--- config.mk ---
export PLATFORM = sky130hd
export DESIGN_NAME = sfes_state_mem
export DESIGN_NICKNAME = d
export VERILOG_FILES = /design/src/hw/rtl/sfes_pkg.sv /design/src/hw/rtl/sfes_state_mem.sv
export SDC_FILE = /design/constraint.sdc
export NUM_CORES = 1
export LEC_CHECK = 0
export BUFFER_PORTS_ARGS = -buffer_cell sky130_fd_sc_hd__buf_4
export CAP_MARGIN = 5
export CORE_ASPECT_RATIO = 0.5
export CORE_UTILIZATION = 45
export CTS_BUF_LIST = sky130_fd_sc_hd__clkbuf_8
export DETAILED_ROUTE_END_ITERATION = 8
export MAX_ROUTING_LAYER = met4
export PLACE_DENSITY = 0.68
export SYNTH_ARGS = -nofsm -noshare
export SYNTH_HDL_FRONTEND = slang
export SYNTH_SLANG_ARGS = --single-unit
--- constraint.sdc ---
create_clock -name clk_i -period 1.6 [get_ports clk_i]
set_input_delay 0.16 -clock clk_i [delete_from_list [all_inputs] [get_ports clk_i]]
set_output_delay 0.16 -clock clk_i [all_outputs]
set_load 0.1 [all_outputs]
--- src/hw/rtl/sfes_pkg.sv ---
// Shared types, widths and helpers for the state-feedback Euler step block.
// Used by the channel interfaces, the state memory and the top level.
`timescale 1ns / 1ps
`default_nettype none

package sfes_pkg;

  localparam int STATE_COUNT = 4;
  localparam int DATA_WIDTH  = 16;
  localparam int FRAC_BITS   = 8;
  localparam int IDX_W       = $clog2(STATE_COUNT);

  localparam int CFG_IDX_W  = 3;
  localparam int CFG_DATA_W = 64;
  localparam int TS_W       = 16;
  localparam logic [TS_W-1:0] TS_RESET = TS_W'(655);

  // Datapath widths; every intermediate is exact up to the rounding points.
  localparam int AS_W   = DATA_WIDTH + FRAC_BITS;
  localparam int BK_W   = 2 * DATA_WIDTH;
  localparam int M_W    = ((AS_W > BK_W) ? AS_W : BK_W) + 1;
  localparam int E_W    = DATA_WIDTH + 1;
  localparam int P_W    = M_W + E_W;
  localparam int ACC_W  = P_W + $clog2(STATE_COUNT);
  localparam int RATE_W = ACC_W + 1 - 2 * FRAC_BITS;
  localparam int TP_W   = RATE_W + TS_W + 1;
  localparam int DL_W   = TP_W + 1 - TS_W;
  localparam int V_W    = DL_W + 1;

  localparam logic [ACC_W:0] RND_ACC = ((ACC_W + 1)'(1) << (2 * FRAC_BITS)) >> 1;
  localparam logic [TP_W:0]  RND_TS  = ((TP_W + 1)'(1) << TS_W) >> 1;

  typedef logic signed [DATA_WIDTH-1:0] data_t;
  typedef logic [IDX_W-1:0]             idx_t;

  typedef enum logic [CFG_IDX_W-1:0] {
    REG_A_ROW0,
    REG_A_ROW1,
    REG_A_ROW2,
    REG_A_ROW3,
    REG_B_COLUMN,
    REG_K_GAINS,
    REG_SETPOINTS,
    REG_SAMPLE_PERIOD
  } cfg_reg_e;

  // Request bundle from the sequencer to the state memory.
  typedef struct packed {
    logic  we;
    idx_t  waddr;
    data_t wdata;
    logic  re;
    idx_t  raddr;
  } mem_req_t;

  // Coefficient j of a packed register sits in bits [16j+15 : 16j].
  function automatic data_t coef(input logic [CFG_DATA_W-1:0] r, input idx_t j);
    return data_t'(r[j*DATA_WIDTH +: DATA_WIDTH]);
  endfunction

endpackage

`default_nettype wire

--- src/hw/rtl/sfes_state_mem.sv ---
// State vector storage: one write port, one read port, registered read data.
// Entries read as zero until first written. Depends on sfes_pkg.
`timescale 1ns / 1ps
`default_nettype none

module sfes_state_mem (
  input  wire logic               clk_i,
  input  wire logic               rst_ni,
  input  wire sfes_pkg::mem_req_t req_i,
  output sfes_pkg::data_t         rd_data_o
);

  sfes_pkg::data_t                    mem_q [sfes_pkg::STATE_COUNT];
  logic [sfes_pkg::STATE_COUNT-1:0]   vld_q;
  sfes_pkg::data_t                    rd_q;

  always_ff @(posedge clk_i) begin
    if (req_i.we) begin
      mem_q[req_i.waddr] <= req_i.wdata;
    end
  end

  always_ff @(posedge clk_i or negedge rst_ni) begin
    if (!rst_ni) begin
      vld_q <= '0;
    end else if (req_i.we) begin
      vld_q[req_i.waddr] <= 1'b1;
    end
  end

  always_ff @(posedge clk_i) begin
    if (req_i.re) begin
      rd_q <= vld_q[req_i.raddr] ? mem_q[req_i.raddr] : '0;
    end
  end

  assign rd_data_o = rd_q;

endmodule

`default_nettype wire

# Word level (Yosys, flattened, before mapping)
# Memories as Yosys holds them, arrays and structs flattened. A register that Yosys moved wholly into a read port is not among the register bits.
# Cells that the tools add are included.
[word_totals] register_bits=4 mem_bits_rw=64 mem_count=1
[mem_list] memory="mem_q" depth=4 width=16 rd=1 rd_ports_with_merged_regs=1 write_ports=1 line="sfes_state_mem.sv:13" rtl="sfes_pkg::data_t mem_q [sfes_pkg::STATE_COUNT];"
[classes] order_cmp=3 muxes=6 bitwise_logic=1 reduce_logical=2
[ops] cell="2-bit by 3-bit < comparator with 1-bit output, second input constant" count=2
[ops] cell="1-bit 2-to-1 mux" count=4
[ops] cell="4-bit bitwise OR" count=1
[ops] cell="1-bit binary-select mux with 2-bit select" count=1
[ops] cell="1-bit demux with 2-bit select" count=1
[ops] cell="2-bit by 1-bit >= comparator with 1-bit output, second input constant" count=1
[ops] cell="1-bit logical AND" count=1
[ops] cell="1-bit logical NOT" count=1

# Logic depth before layout (Yosys ltp)
# Gate-level depths: netlist of run 1.
[logic_depth] word_depth=5 depth_mapped=4 depth_no_buf=2

# Least setup slack after synthesis of run 1
# OpenSTA, ideal clock, no wires.
[synth_path] kind="input to register" start="input port req_i[20] in the netlist's numbering" end="memory mem_q[0][0] in the netlist's numbering (enable)" t_arrival_ns=1.445 t_required_ns=1.186 path_slack_ns=-0.259 cell_stages=1 path_buffers=0 cell_sequence="nor3b_1"
[synth_rtl] element="start: declaration" line="sfes_state_mem.sv:9" rtl="input wire sfes_pkg::mem_req_t req_i,"
[synth_rtl] element="end: declaration" line="sfes_state_mem.sv:13"
# No word-level cell before the write port.

# Final worst setup path of run 1
[layout_path] start="register vld_q[3] in the netlist's numbering" end="register rd_q[6] (netlist: rd_data_o[6]) (read register of mem_q), data pin"
[layout_between] elab_chain_cells=3
[layout_rtl] element="start: declaration" line="sfes_state_mem.sv:14" rtl="logic [sfes_pkg::STATE_COUNT-1:0] vld_q;"
[layout_rtl] element="start signal: assignment" line="sfes_state_mem.sv:25" rtl="vld_q <= '0;"
[layout_rtl] element="start signal: indexed assignment" line="sfes_state_mem.sv:27" rtl="vld_q[req_i.waddr] <= 1'b1;"
[layout_rtl] element="1-bit binary-select mux with 2-bit select" line="sfes_state_mem.sv:33" rtl="rd_q <= vld_q[req_i.raddr] ? mem_q[req_i.raddr] : '0;"
[layout_rtl] element="1-bit 2-to-1 mux (implied by the code)" line="sfes_state_mem.sv:33"
[layout_rtl] element="1-bit logical NOT (no line)"
[layout_rtl] element="end: declaration" line="sfes_state_mem.sv:15" rtl="sfes_pkg::data_t rd_q;"
# No other way between the ends. The select of a mux whose other input is x is not followed.
# A chain may end at the register's enable or synchronous reset.

==> flow_metrics.env, run 1 <==
export IMPL_status="complete, no violations"
export IMPL_clk_path_buf_depth=2
export IMPL_syn_to_final_growth_pct=19.8
export IMPL_reg2reg_slack_ns=0.10
export IMPL_period_share_pct=93.5
export IMPL_grt_max_degree=18
export IMPL_reg2reg_to="rd_data_o[6]"
export IMPL_worst_pin_slew_ns=0.335
export IMPL_vias=1402
export IMPL_synthTopCellsByCount="edfxtp_1 (80), and2_1 (16), mux4_1 (16), dfrtp_1 (4)"
export IMPL_worstPathRequired_ns=1.70
export IMPL_hold_start="req_i[12]"
export IMPL_peakVddDrop_mv=0.417
export IMPL_power_density_mw_per_mm2=1190
export IMPL_ys_ff_latch=84
export IMPL_initialDrtViolationCount=115
export IMPL_place_detailed_hpwl_um=2950
export IMPL_post_cts_buffers=0
export IMPL_critPathBufInv=0
export IMPL_cts_max_level=3
export IMPL_timing_rr_start="vld_q[3]"
export IMPL_cts_sinks=84
export IMPL_rsz0062_at_grt="no"
export IMPL_worstRegToRegCells=2
export IMPL_die_area_mm2=0.00738
export IMPL_ys_types=15
export IMPL_clkTransAtPathRegs_ns=0.08
export IMPL_hold_class="input pin to register"
export IMPL_path_class="register to register"
export IMPL_final_max_slew_violation_count=0
export IMPL_start_kind="register"
export IMPL_synth_edff_count=80
export IMPL_cp_max_fo=16
export IMPL_top_level_ports=40
export IMPL_critPathSlowestCell="mux4_2"
export IMPL_routabilityCongestion=0.646
export IMPL_cts_buffers=9
export IMPL_synth_area_mm2=0.00316
export IMPL_netlist_top_cells_area="edfxtp_1 (76%), mux4_1 (13%), and2_1 (3.2%)"
export IMPL_fin_tns_setup_ns=0
export IMPL_rows=21
export IMPL_cts_tree="yes"
export IMPL_gr_total_overflow=0
export IMPL_yosysTopAreaCellShare_pct=76.0
export IMPL_track_usage_pct=14.7
export IMPL_worstSkewPairLatency_ns=0.34
export IMPL_crit_arrival_ns=1.60
export IMPL_antenna_found_initial=0
export IMPL_synthMostInstantiatedCell="edfxtp_1"
export IMPL_cts_root_buffer_cell="clkbuf_8"
export IMPL_slew_headroom_pct=77.7
export IMPL_yosys_area_top_type="edfxtp_1"
export IMPL_period_minus_slack_ns=1.50
export IMPL_finalHoldViolations=0
export IMPL_die_w_um=121
export IMPL_setup_viol=0
export IMPL_drtAntennaViolNets=0
export IMPL_fin_skew_ns=0.00798
export IMPL_firstDrtPassIters=4
export IMPL_max_stage_delay_ns=0.66
export IMPL_total_power_mw=4.50
export IMPL_drc=0
export IMPL_drive_gt1_share_pct=32.5
export IMPL_syn_avg_cell_area_um2=24.1
export IMPL_async_flop_share_pct=4.76
export IMPL_avgViaCountPerCell=4.95
export IMPL_wire_per_inst_um=17.2
export IMPL_io_buffer_count=39
export IMPL_routed_wl_um=4870
export IMPL_cpLargestDelayFamily="multiplexers"
export IMPL_initial_core_util_pct=47.0
export IMPL_hold_depth=1
export IMPL_synth_ff_type="edfxtp_1"
export IMPL_die_y_um=61.3
export IMPL_path_cells="mux4_2, and2_1"
export IMPL_p_leak_nw=1.36
export IMPL_endpoint_kind="register"
export IMPL_diodes=0
export IMPL_grt_pass1_wl_um=7090
export IMPL_yosysSeqAreaShare_pct=79.2
export IMPL_fillers=515
export IMPL_grt_pass1_vias=1323
export IMPL_holdPathEnd="mem_q[0][9]"
export IMPL_yosys_warnings=0
export IMPL_cap_violations=0
export IMPL_synthCells=131
export IMPL_mappedNetlistNets=155
export IMPL_max_freq_mhz=668
export IMPL_core_area_mm2=0.00673
export IMPL_nets=210
## stage by stage
stage | instance area, µm² | instances | hold WS (ns) | setup WS, ns | utilization, %
2_1_floorplan | 3170 | 131 | -0.136 | 0.221 | -
3_3_place_gp | 3560 | 263 | -0.0400 | 0.107 | 52.9
3_5_place_dp | 3560 | 263 | -0.0367 | 0.102 | 52.9
4_1_cts | 3780 | 282 | 0.00210 | 0.0945 | 56.2
5_1_grt | 3790 | 283 | 0.00121 | 0.0587 | 56.3
6_report | 3790 | 283 | 0.0121 | 0.103 | 56.3
## registers in the layout, indices dropped and copies added (netlist names)
signal / flops
mem_q: 64
rd_data_o: 16
vld_q: 4
## kinds of logic (layout without fill, tap and decap cells)
group,count (synthesis),in the layout,synth area share (%)
AO/OA/AOI/OAI,1,1,0.238
buffers and inverters,5,65,1.86
flip-flops,84,84,79.2
multiplexers,17,17,14.0
AND/OR/NAND/NOR,24,24,4.71
## power breakdown
group	switching (mW)	internal (mW)
combinational	0.366	0.169
sequential	0.0248	2.54
clock	0.659	0.739
## cell usage in the layout, fill, tap and decap left out
master         count
clkinv_2           1
nor2_1             1
bufinv_16          1
mux4_1            16
o21bai_1           1
dfrtp_1            4
nor3b_2            1
or2_2              3
buf_4             45
and3_1             1
dlygate4sd3_1      4
and3b_1            1
clkbuf_8          10
edfxtp_1          80
mux4_2             1
nand2_1            1
and2_1            16
inv_1              4
## area by class of cell
type	count	area, µm²	share of cell area [%]
Tap cell	92	115	3.04
Sequential cell	84	2500	66.1
Clock inverter	6	50.0	1.32
Clock buffer	10	138	3.63
Multi-Input combinational cell	42	604	16.0
Timing Repair Buffer	49	378	9.98
## routing by layer
layer,routed length [µm],up-vias,track usage [%]
met4,85,0,6.88
met3,249,11,5.09
met1,2260,692,18.2
met5,0,-,-
met2,2270,40,22.2
li1,-,659,-
## repair_timing
action / 4_1_cts / 5_1_grt
hold buffers: 3 / 1
resized for setup: 0 / 0
hold endpoints to repair: 12 / 4
## how the worst max path moves through the flow
stage                         from             to  slack (ns)  cells past startpoint
after floorplan           vld_q[3]   rd_data_o[0]        0.22                      3
after global placement    vld_q[2]  rd_data_o[11]        0.11                      2
after CTS                 vld_q[3]   rd_data_o[6]        0.09                      2
after detailed placement  vld_q[3]   rd_data_o[6]        0.10                      2
final                     vld_q[3]   rd_data_o[6]        0.10                      2
after global routing      vld_q[2]   rd_data_o[2]        0.06                      2
(Power assumes the default switching activity.)
==> run 2: changes to the inputs <==
CORE_ASPECT_RATIO = default   (was 0.5)
==> flow_metrics.env, run 2 (synthesized netlist as in run 1, its figures left out) <==
export IMPL_max_freq_mhz=685
export IMPL_internal_power_mw=3.59
export IMPL_p_seq_share_pct=54.6
export IMPL_setup_ws_ns=0.140
export IMPL_layout_common_cells="edfxtp_1 (80), buf_4 (44), mux4_1 (16), and2_1 (16), clkbuf_8 (9)"
export IMPL_nets=213
export IMPL_path_class="register to register"
export IMPL_holdWs_ns=0.0129
export IMPL_worstSkewPairLatency_ns=0.35
export IMPL_final_area_mm2=0.00385
export IMPL_routed_wl_um=4780
export IMPL_antenna_found_initial=0
export IMPL_cts_hold_buf=4
export IMPL_combPwrFrac_pct=11.5
export IMPL_cts_root_buffer_cell="clkbuf_8"
export IMPL_start_kind="register"
export IMPL_worst_pin_slew_ns=0.280
export IMPL_cts_sinks=84
export IMPL_initialDrtViolationCount=109
export IMPL_finalHoldViolations=0
export IMPL_gr_total_overflow=0
export IMPL_rows=30
export IMPL_cts_buffers=9
export IMPL_violations="DRC"
export IMPL_initial_core_util_pct=46.5
export IMPL_cp_max_fo=16
export IMPL_diodes=0
export IMPL_drtAntennaViolNets=0
export IMPL_cts_repair_resized=0
export IMPL_netSwitchingPower_mw=1.11
export IMPL_cpLargestDelayFamily="multiplexers"
export IMPL_syn_to_final_growth_pct=21.9
export IMPL_drive_gt1_share_pct=33.0
export IMPL_stdcell_count=290
export IMPL_period_share_pct=91.2
export IMPL_clkTransAtPathRegs_ns=0.08
export IMPL_peakVddDrop_mv=0.482
export IMPL_io_buffer_count=39
export IMPL_cts_tree="yes"
export IMPL_slew_headroom_pct=81.4
export IMPL_path_cells="mux4_2, and2_1"
export IMPL_largest_reg_flops=64
export IMPL_avgViaCountPerCell=4.81
export IMPL_grt_pass1_wl_um=7400
export IMPL_top_level_ports=40
export IMPL_rsz0062_at_grt="no"
export IMPL_grt_max_degree=18
export IMPL_die_w_um=85.8
export IMPL_max_stage_delay_ns=0.63
export IMPL_setup_viol=0
export IMPL_endpoint_kind="register"
export IMPL_power_density_mw_per_mm2=1220
export IMPL_p_leak_nw=1.38
export IMPL_place_detailed_hpwl_um=3080
export IMPL_period_minus_slack_ns=1.46
export IMPL_die_y_um=85.8
export IMPL_pre_cts_ws_ns=0.131
export IMPL_regMostFlops="mem_q"
export IMPL_grt_pass1_vias=1480
export IMPL_hold_class="input pin to register"
export IMPL_total_power_mw=4.70
export IMPL_final_common_cell="edfxtp_1"
export IMPL_cts_max_level=3
export IMPL_place_area_mm2=0.00356
export IMPL_die_area_mm2=0.00736
export IMPL_final_util_pct=56.7
export IMPL_vias=1394
export IMPL_wire_per_inst_um=16.5
export IMPL_clkPwrFrac_pct=33.9
export IMPL_final_max_slew_violation_count=0
export IMPL_core_area_mm2=0.00679
export IMPL_drc=1
export IMPL_critPathSlowestCell="mux4_2"
export IMPL_cap_violations=0
export IMPL_critPathBufInv=0
export IMPL_crit_arrival_ns=1.56
export IMPL_track_usage_pct=15.1
export IMPL_routabilityCongestion=0.721
export IMPL_clk_path_buf_depth=2
export IMPL_post_cts_buffers=0
export IMPL_worstPathRequired_ns=1.70
export IMPL_fin_tns_setup_ns=0
export IMPL_firstDrtPassIters=8
export IMPL_netSwitchingFraction_pct=23.6
export IMPL_fin_skew_ns=0.00975
export IMPL_status="finished, violations left"
export IMPL_post_place_cells=266
[run 2: cell types whose count changed in the layout (fill, tap and decap cells not counted), sizes merged]
cell | before | now
dlygate4sd3 | 4 | 8
clkinv | 1 | 3
clkbuf | 10 | 9
inv | 4 | 2
buf | 45 | 44
bufinv | 1 | 2
[run 2: worst paths after layout]
kind | startpoint | end | slack, ns | depth (start not counted)
worst max register to register | vld_q[3] | rd_data_o[1] | 0.14 | 2
min in group asynchronous | rst_ni | vld_q[2] | 0.14 | 2
worst min-delay path | req_i[5] | mem_q[2][2] | 0.01 | 1
worst min register to register | vld_q[1] | vld_q[1] | 0.47 | 1
max in group asynchronous | rst_ni | vld_q[0] | 1.35 | 2
worst max-delay path | vld_q[3] | rd_data_o[1] | 0.14 | 2
[run 2: layout make-up]
| class | instances | area [µm²] |
|---|---|---|
| clock buffer | 9 | 124 |
| clock inverter | 7 | 91.3 |
| fill | 491 | 2940 |
| multi-input combinational | 42 | 604 |
| sequential | 84 | 2500 |
| tap | 96 | 120 |
| timing repair buffer | 52 | 410 |
[run 2: routing by layer]
| metal | GRT usage [%] | wire length (µm) | vias to the layer above |
|---|---|---|---|
| met2 | 26.5 | 2760 | 29 |
| met5 | - | 0 | - |
| met4 | 10.0 | 83 | 0 |
| met1 | 15.2 | 1820 | 696 |
| li1 | - | - | 660 |
| met3 | 3.08 | 121 | 9 |
[run 2: power groups by stage]
stage	registers, mW	clock network, mW	logic [mW]
after global placement	2.61	0	0.517
after floorplan	2.85	0	0.129
after CTS	2.57	1.62	0.536
after detailed placement	2.62	0	0.529
final	2.57	1.59	0.539
after global routing	2.57	1.72	0.565
==> run 3: changes to the inputs <==
BUFFER_PORTS_ARGS = -buffer_cell sky130_fd_sc_hd__buf_2   (was -buffer_cell sky130_fd_sc_hd__buf_4)
GPL_ROUTABILITY_DRIVEN = 0   (was default)
SLEW_MARGIN = 20   (was default)
==> flow_metrics.env, run 3 (synthesized netlist as in run 1, its figures left out) <==
export IMPL_status="finished, violations left"
export IMPL_violations="DRC"
export IMPL_multi_input_area_um2=604
export IMPL_worst_pin_slew_ns=0.497
export IMPL_final_max_slew_violation_count=0
export IMPL_holdWs_ns=0.0316
export IMPL_setup_viol=0
export IMPL_clk_path_buf_depth=2
export IMPL_gr_total_overflow=0
export IMPL_fin_skew_ns=0.00516
export IMPL_clkTransAtPathRegs_ns=0.08
export IMPL_drc=1
export IMPL_place_detailed_hpwl_um=3130
export IMPL_hold_class="input pin to register"
export IMPL_antenna_found_initial=0
export IMPL_drive_gt1_share_pct=34.2
export IMPL_syn_to_final_growth_pct=18.2
export IMPL_wire_per_inst_um=16.9
export IMPL_rsz0062_at_grt="no"
export IMPL_die_y_um=85.8
export IMPL_top_level_ports=40
export IMPL_largest_reg_flops=64
export IMPL_pre_cts_ws_ns=0.132
export IMPL_endpoint_kind="register"
export IMPL_drtAntennaViolNets=0
export IMPL_worstPathRequired_ns=1.69
export IMPL_nets=209
export IMPL_grt_pass1_vias=1473
export IMPL_stdcell_count=286
export IMPL_cts_repair_resized=0
export IMPL_post_cts_buffers=0
export IMPL_regMostFlops="mem_q"
export IMPL_cp_max_fo=16
export IMPL_finalHoldViolations=0
export IMPL_firstDrtPassIters=7
export IMPL_cts_max_level=3
export IMPL_fin_tns_setup_ns=0
export IMPL_initialDrtViolationCount=104
export IMPL_grt_pass1_wl_um=7660
export IMPL_crit_arrival_ns=1.58
export IMPL_post_place_cells=269
export IMPL_worstSkewPairLatency_ns=0.34
export IMPL_cts_tree="yes"
export IMPL_vias=1432
export IMPL_cts_buffers=9
export IMPL_period_minus_slack_ns=1.48
export IMPL_initial_core_util_pct=46.5
export IMPL_rows=30
export IMPL_cap_violations=0
export IMPL_grt_max_degree=18
export IMPL_layout_common_cells="edfxtp_1 (80), buf_2 (39), mux4_1 (16), and2_1 (16), clkbuf_8 (9)"
export IMPL_track_usage_pct=15.5
export IMPL_avgViaCountPerCell=5.01
export IMPL_setup_ws_ns=0.116
export IMPL_die_w_um=85.8
export IMPL_power_density_mw_per_mm2=1280
export IMPL_period_share_pct=92.8
export IMPL_fillers=503
export IMPL_max_freq_mhz=674
export IMPL_final_common_cell="edfxtp_1"
export IMPL_io_buffer_count=39
export IMPL_reg2reg_slack_ns=0.12
export IMPL_die_area_mm2=0.00736
export IMPL_diodes=0
export IMPL_path_class="register to register"
export IMPL_peakVddDrop_mv=0.631
export IMPL_p_leak_nw=1.34
export IMPL_regArea_mm2=0.00250
export IMPL_slew_headroom_pct=67.1
export IMPL_routed_wl_um=4830
export IMPL_core_area_mm2=0.00679
export IMPL_start_kind="register"
export IMPL_cts_root_buffer_cell="clkbuf_8"
export IMPL_cts_sinks=84
[run 3: changes by cell type in the layout (fill, tap and decap cells not counted), sizes merged]
cell	change
inv	-1
dlygate4sd3	-7
bufinv	+1
buf	+3
[run 3: report_power, final]
group / internal, mW / switching (mW)
sequential: 2.54 / 0.0252
combinational: 0.135 / 0.366
clock: 1.02 / 0.682
total: 3.69 / 1.07
[run 3: worst paths after layout]
check / start / endpoint / depth (start not counted)
worst max-delay path: vld_q[0] / rd_data_o[14] / 2
worst min-delay path: req_i[18] / mem_q[2][15] / 1
worst max register to register: vld_q[0] / rd_data_o[14] / 2
worst min register to register: vld_q[3] / vld_q[3] / 1
max in group asynchronous: rst_ni / vld_q[0] / 2
min in group asynchronous: rst_ni / vld_q[1] / 2
[run 3: metrics by stage]
stage	utilization (%)	power (mW)	cell area (µm²)
finish	55.0	4.76	3730
detailed placement	51.4	3.12	3490
global route	55.0	4.94	3730
floorplan	-	2.98	3170
global placement	51.4	3.10	3490
CTS	55.0	4.81	3730
[run 3: worst max-delay path: stages, from the launching register on]
cell and delay, ns:
dfrtp_1 0.39, mux4_2 0.63, and2_1 0.22
[run 3: area by class of cell]
| cell class | count | share of cell area (%) |
|---|---|---|
| multi-input cells | 42 | 16.2 |
| repair buffers | 48 | 7.44 |
| well taps | 96 | 3.22 |
| clock buffers | 9 | 3.32 |
| flip-flops and latches | 84 | 67.0 |
| clock inverters | 7 | 2.85 |
[run 3: layer usage]
layer	GRT usage, %	share of wire, %	vias up
met2	25.5	55	35
met3	5.39	3.7	3
met4	6.36	0.64	0
li1	-	-	654
met5	-	0	-
met1	17.5	41	740
[run 3: repair_timing]
action	4_1_cts	5_1_grt
setup endpoints to repair	0	0
hold buffers	1	0
hold endpoints to repair	4	0
